$ cat src/sv/mbe_pkg.sv
// Shared constants, types and state encodings for the escape-time block.
// Used by every module of the block; depends on nothing else.
`default_nettype none

package mbe_pkg;

  localparam int unsigned WIDTH      = 640;
  localparam int unsigned HEIGHT     = 480;
  localparam int unsigned FRAC_BITS  = 60;

  localparam int unsigned DATA_W     = 64;
  localparam int unsigned STEP_W     = 63;
  localparam int unsigned PIX_W      = 19;
  localparam int unsigned OFF_W      = 21;
  localparam int unsigned CNT_W      = 16;
  localparam int unsigned CFG_ADDR_W = 2;
  localparam int unsigned PROD_W     = OFF_W + DATA_W;
  localparam int unsigned MAG_W      = 2 * DATA_W;
  localparam int unsigned STEP_SPLIT = 32;
  localparam int unsigned PART_W     = OFF_W + STEP_SPLIT + 1;

  localparam int unsigned DIV_SHIFT  = 32;
  localparam int unsigned QP_W       = PIX_W + DIV_SHIFT + 1;
  localparam logic [63:0] DIV_RECIP  = ((64'd1 << DIV_SHIFT) + 64'(WIDTH) - 64'd1) / 64'(WIDTH);

  localparam logic [DATA_W:0] ESC_LIMIT = 65'd4 << FRAC_BITS;

  typedef enum logic [CFG_ADDR_W-1:0] {
    CFG_CENTER_X   = 2'd0,
    CFG_CENTER_Y   = 2'd1,
    CFG_PIXEL_STEP = 2'd2,
    CFG_MAX_ITER   = 2'd3
  } cfg_reg_e;

  typedef struct packed {
    logic signed [DATA_W-1:0] re;
    logic signed [DATA_W-1:0] im;
    logic                     inf;
  } cpoint_t;

  typedef enum logic [2:0] {
    F_IDLE, F_DIV, F_COL, F_MUL_RE, F_ADD_RE, F_MUL_IM, F_ADD_IM, F_PUSH
  } front_state_e;

  typedef enum logic [2:0] {
    B_IDLE, B_TOP, B_ISSUE_II, B_ISSUE_RI, B_GET_II, B_TEST, B_UPDATE, B_DONE
  } back_state_e;

endpackage

`default_nettype wire

$ cat src/sv/mbe_queue.sv
// Two-entry queue of complex points between the front end and the iteration engine.
// Depends on mbe_pkg.
`default_nettype none

module mbe_queue (
  input  wire logic             clk_i,
  input  wire logic             rst_ni,
  input  wire logic             push_i,
  output logic                  full_o,
  input  wire mbe_pkg::cpoint_t data_i,
  input  wire logic             pop_i,
  output logic                  empty_o,
  output mbe_pkg::cpoint_t      data_o
);
  import mbe_pkg::*;

  cpoint_t    mem_q [2];
  logic       wr_ptr_q, rd_ptr_q;
  logic [1:0] count_q;
  logic       do_push, do_pop;

  assign full_o  = (count_q == 2'd2);
  assign empty_o = (count_q == 2'd0);
  assign do_push = push_i && !full_o;
  assign do_pop  = pop_i && !empty_o;
  assign data_o  = mem_q[rd_ptr_q];

  always_ff @(posedge clk_i or negedge rst_ni) begin
    if (!rst_ni) begin
      wr_ptr_q <= 1'b0;
      rd_ptr_q <= 1'b0;
      count_q  <= 2'd0;
    end else begin
      if (do_push) begin
        wr_ptr_q <= !wr_ptr_q;
      end
      if (do_pop) begin
        rd_ptr_q <= !rd_ptr_q;
      end
      if (do_push && !do_pop) begin
        count_q <= count_q + 2'd1;
      end else if (do_pop && !do_push) begin
        count_q <= count_q - 2'd1;
      end
    end
  end

  always_ff @(posedge clk_i) begin
    if (do_push) begin
      mem_q[wr_ptr_q] <= data_i;
    end
  end

endmodule

`default_nettype wire

$ cat config.mk
export PLATFORM = sky130hd
export DESIGN_NAME = mbe_queue
export DESIGN_NICKNAME = d
export VERILOG_FILES = /design/src/sv/mbe_pkg.sv /design/src/sv/mbe_queue.sv
export SDC_FILE = /design/constraint.sdc
export NUM_CORES = 1
export LEC_CHECK = 0
export BUFFER_PORTS_ARGS = -buffer_cell sky130_fd_sc_hd__buf_2
export CAP_MARGIN = 15
export CORE_ASPECT_RATIO = 1.25
export CORE_MARGIN = 1
export CORE_UTILIZATION = 49
export CTS_BUF_LIST = sky130_fd_sc_hd__clkbuf_4 sky130_fd_sc_hd__clkbuf_8
export CTS_CLUSTER_SIZE = 12
export DETAILED_ROUTE_END_ITERATION = 8
export PLACE_DENSITY = 0.86
export SETUP_SLACK_MARGIN = 0.4
export SLEW_MARGIN = 20
export SYNTH_ARGS = -nofsm -noshare
export SYNTH_HDL_FRONTEND = slang
export SYNTH_SLANG_ARGS = --single-unit
$ cat constraint.sdc
create_clock -name clk_i -period 8.8 [get_ports clk_i]
set_input_delay 0.44 -clock clk_i [delete_from_list [all_inputs] [get_ports clk_i]]
set_output_delay 0.44 -clock clk_i [all_outputs]
set_load 0.01 [all_outputs]
==> flow_metrics.py <==
metrics = {
    "cts": {
        "clk_latency_ps": 500,
        "cts_tree": "done",
        "h-tree-depth": 2,
        "path_clk_slew_ps": 70,
        "cts_sinks": 262,
        "clockBufferDepth": 3,
        "cts_buffers": 39,
        "clock-root-buffer": "clkbuf_8",
        "cts_setup_buffers": 0,
    },
    "grt": {
        "grt.met2_usage_pct": 31.7,
        "antenna_found_initial": 0,
        "grt_use_met3_pct": 5.44,
        "grt_max_degree": 73,
        "grt_pass1_vias": 5147,
        "grt_overflow": 0,
        "grt_pass1_wl_um": 25500,
        "track_usage_pct": 16.9,
        "busiest_layer": "met2",
        "grt_util_met1_pct": 16.5,
    },
    "route": {
        "num_vias": 4924,
        "wl_um": 17700,
        "via_per_inst": 5.05,
        "antenna_left": 0,
        "firstDrtPassIters": 4,
        "drcViolationCount": 0,
        "routedWlPerCell_um": 18.1,
        "drt_iter0_markers": 236,
    },
    "timing": {
        "fin_skew_ps": 11.1,
        "timing.final.crit_share_pct": 38.1,
        "setup_slack_ps": 5450,
        "slew_violations": 0,
        "worst_pin_slew_ps": 1010,
        "max_freq_mhz": 298,
        "final.min_clock_period_ps": 3350,
        "slew_headroom_pct": 32.9,
        "hold_viol_final": 0,
        "holdWs_ps": 114,
        "setup_tns_ps": 0,
        "rsz0062_at_grt": "no",
        "setup_viol": 0,
    },
    "critical_path": {
        "worstReg2RegEnd": "mem_q[1][105]",
        "slowest_stage": "dfrtp_4",
        "crit_path_max_fanout": 68,
        "rrSetupSlack_ps": 6150,
        "worstPathCellList": "buf_4 > mux2_2 > buf_2",
        "max_stage_delay_ps": 970,
        "r2r_start": "count_q[0]",
        "critical_path_class": "reg -> out",
        "cp_top_family": "flip-flops",
        "arrival_ps": 2910,
        "ff2ff_path_depth": 3,
        "crit_buf_inv": 2,
        "crit_path_end_kind": "output pin",
        "required_ps": 8360,
        "cp-start-kind": "register",
    },
    "yosys": {
        "synth.distinct_cells": 15,
        "synth_most_common_cell": "edfxtp_1",
        "async_reset_ff_share_pct": 1.53,
        "synth_cells": 420,
        "synthFlopType": "edfxtp_1",
        "synth_common_cells": "258 x edfxtp_1, 129 x mux2_2, 10 x buf_6, 4 x dfrtp_1",
        "syn-num-nets": 554,
        "postSynthAreaPerCell_um2": 22.7,
        "ys_ff_latch": 262,
        "synth_area_mm2": 0.00953,
        "synth_edf_count": 258,
        "synth_top_area_share_pct": 81.3,
        "synth_top_area_cell": "edfxtp_1",
        "yosysWarnings": 0,
        "yosys-top-cells-area": "edfxtp_1 81%, mux2_2 15%, buf_6 1.2%, dfrtp_1 1.1%, xnor2_1 0.28%",
        "ys_seq_area_share_pct": 82.3,
    },
    "final_layout": {
        "fin_nets": 849,
        "drive_gt1_share_pct": 61.8,
        "fin_area_mm2": 0.0118,
        "antennaDiodeCount": 0,
        "synthToLayoutAreaGrowth_pct": 23.9,
    },
    "placement": {
        "port_buffers": 263,
        "dp_slack_ps": 5930,
        "hpwl_um": 11300,
        "place_area_mm2": 0.0110,
        "place_congestion": 0.744,
    },
    "worst_hold_path": {
        "min_path_cells": 1,
        "hp-start": "data_i[4]",
        "hold_class": "in -> reg",
        "hold_end": "mem_q[0][4]",
    },
    "die": {
        "row_count": 56,
        "dieArea_mm2": 0.0200,
        "core_area_mm2": 0.0189,
        "die_w_um": 127,
        "fp.dieH_um": 158,
        "start_util_pct": 50.4,
        "num_io_pins": 264,
    },
    "power_and_ir_drop": {
        "ir_worst_vdd_mv": 0.215,
        "leakagePower_nw": 4.46,
        "p_total_w": 0.00383,
        "powerDensity_mw_per_mm2": 325,
    },
    "run_status": {
        "status": "finished, final reports clean",
    },
    "run": {
        "maxCapViolCount": 0,
    },
}
-- routing by layer --
layer	part of all wire, %	vias to the layer above
met5	0	-
met4	3.7	0
met3	7.2	47
met2	54	201
met1	35	2406
li1	-	2270
-- state kept, by name, indices dropped and copies added, names as in the netlist --
register  count
count_q       2
mem_q       258
rd_ptr_q      1
wr_ptr_q      1
-- per-stage QoR --
step,util [%],instances
floorplan,-,420
global placement,58.4,905
detailed placement,58.4,905
CTS,62.4,976
global route,62.4,976
finish,62.4,976
-- power by group --
part / internal [W] / switching (W)
clock network: 0.000506 / 0.000423
logic: 0.000502 / 0.000569
registers: 0.00171 / 0.000122
-- what timing repair did --
action                                 CTS  global route
hold buffers                             1             0
resized for setup                        0             0
endpoints found under the hold margin    4             0
-- worst max-delay path by stage --
stage	start	to	slack [ps]	cells past startpoint
4_1_cts	rd_ptr_q	data_o[39]	5360	3
3_5_place_dp	rd_ptr_q	data_o[39]	5930	3
2_1_floorplan	count_q[0]	mem_q[0][0]	2180	3
5_1_grt	rd_ptr_q	data_o[52]	5270	3
6_report	rd_ptr_q	data_o[52]	5450	3
3_3_place_gp	rd_ptr_q	data_o[47]	5940	3
-- placed cells by master (no fill, tap or decap), types with 3 or more instances in the layout --
master and instances:
buf_4 4, buf_2 263, clkbuf_4 18, clkinv_1 9, edfxtp_1 258, dfrtp_1 3
clkbuf_8 41, xnor2_1 3, mux2_2 129
-- layout make-up --
cell class	instances	area [um2]
Tap cell	232	290
Multi-Input combinational cell	142	1550
Fill cell	1356	7110
Clock inverter	11	46.3
Sequential cell	262	7850
Inverter	2	7.51
Timing Repair Buffer	268	1360
Clock buffer	59	699
-- cell families (layout without fill, tap and decap cells) --
logic type               Yosys count  after routing  share of synthesized area [%]
AO/OA/AOI/OAI                      1              1                         0.0525
XOR/XNOR                           5              5                          0.460
adder cells (fa/ha/maj)            1              1                          0.131
buffers and inverters             16            340                           1.50
flip-flops                       262            262                           82.3
multiplexers                     129            129                           15.2
AND/OR/NAND/NOR                    6              6                          0.289
(Power assumes the default switching activity.)
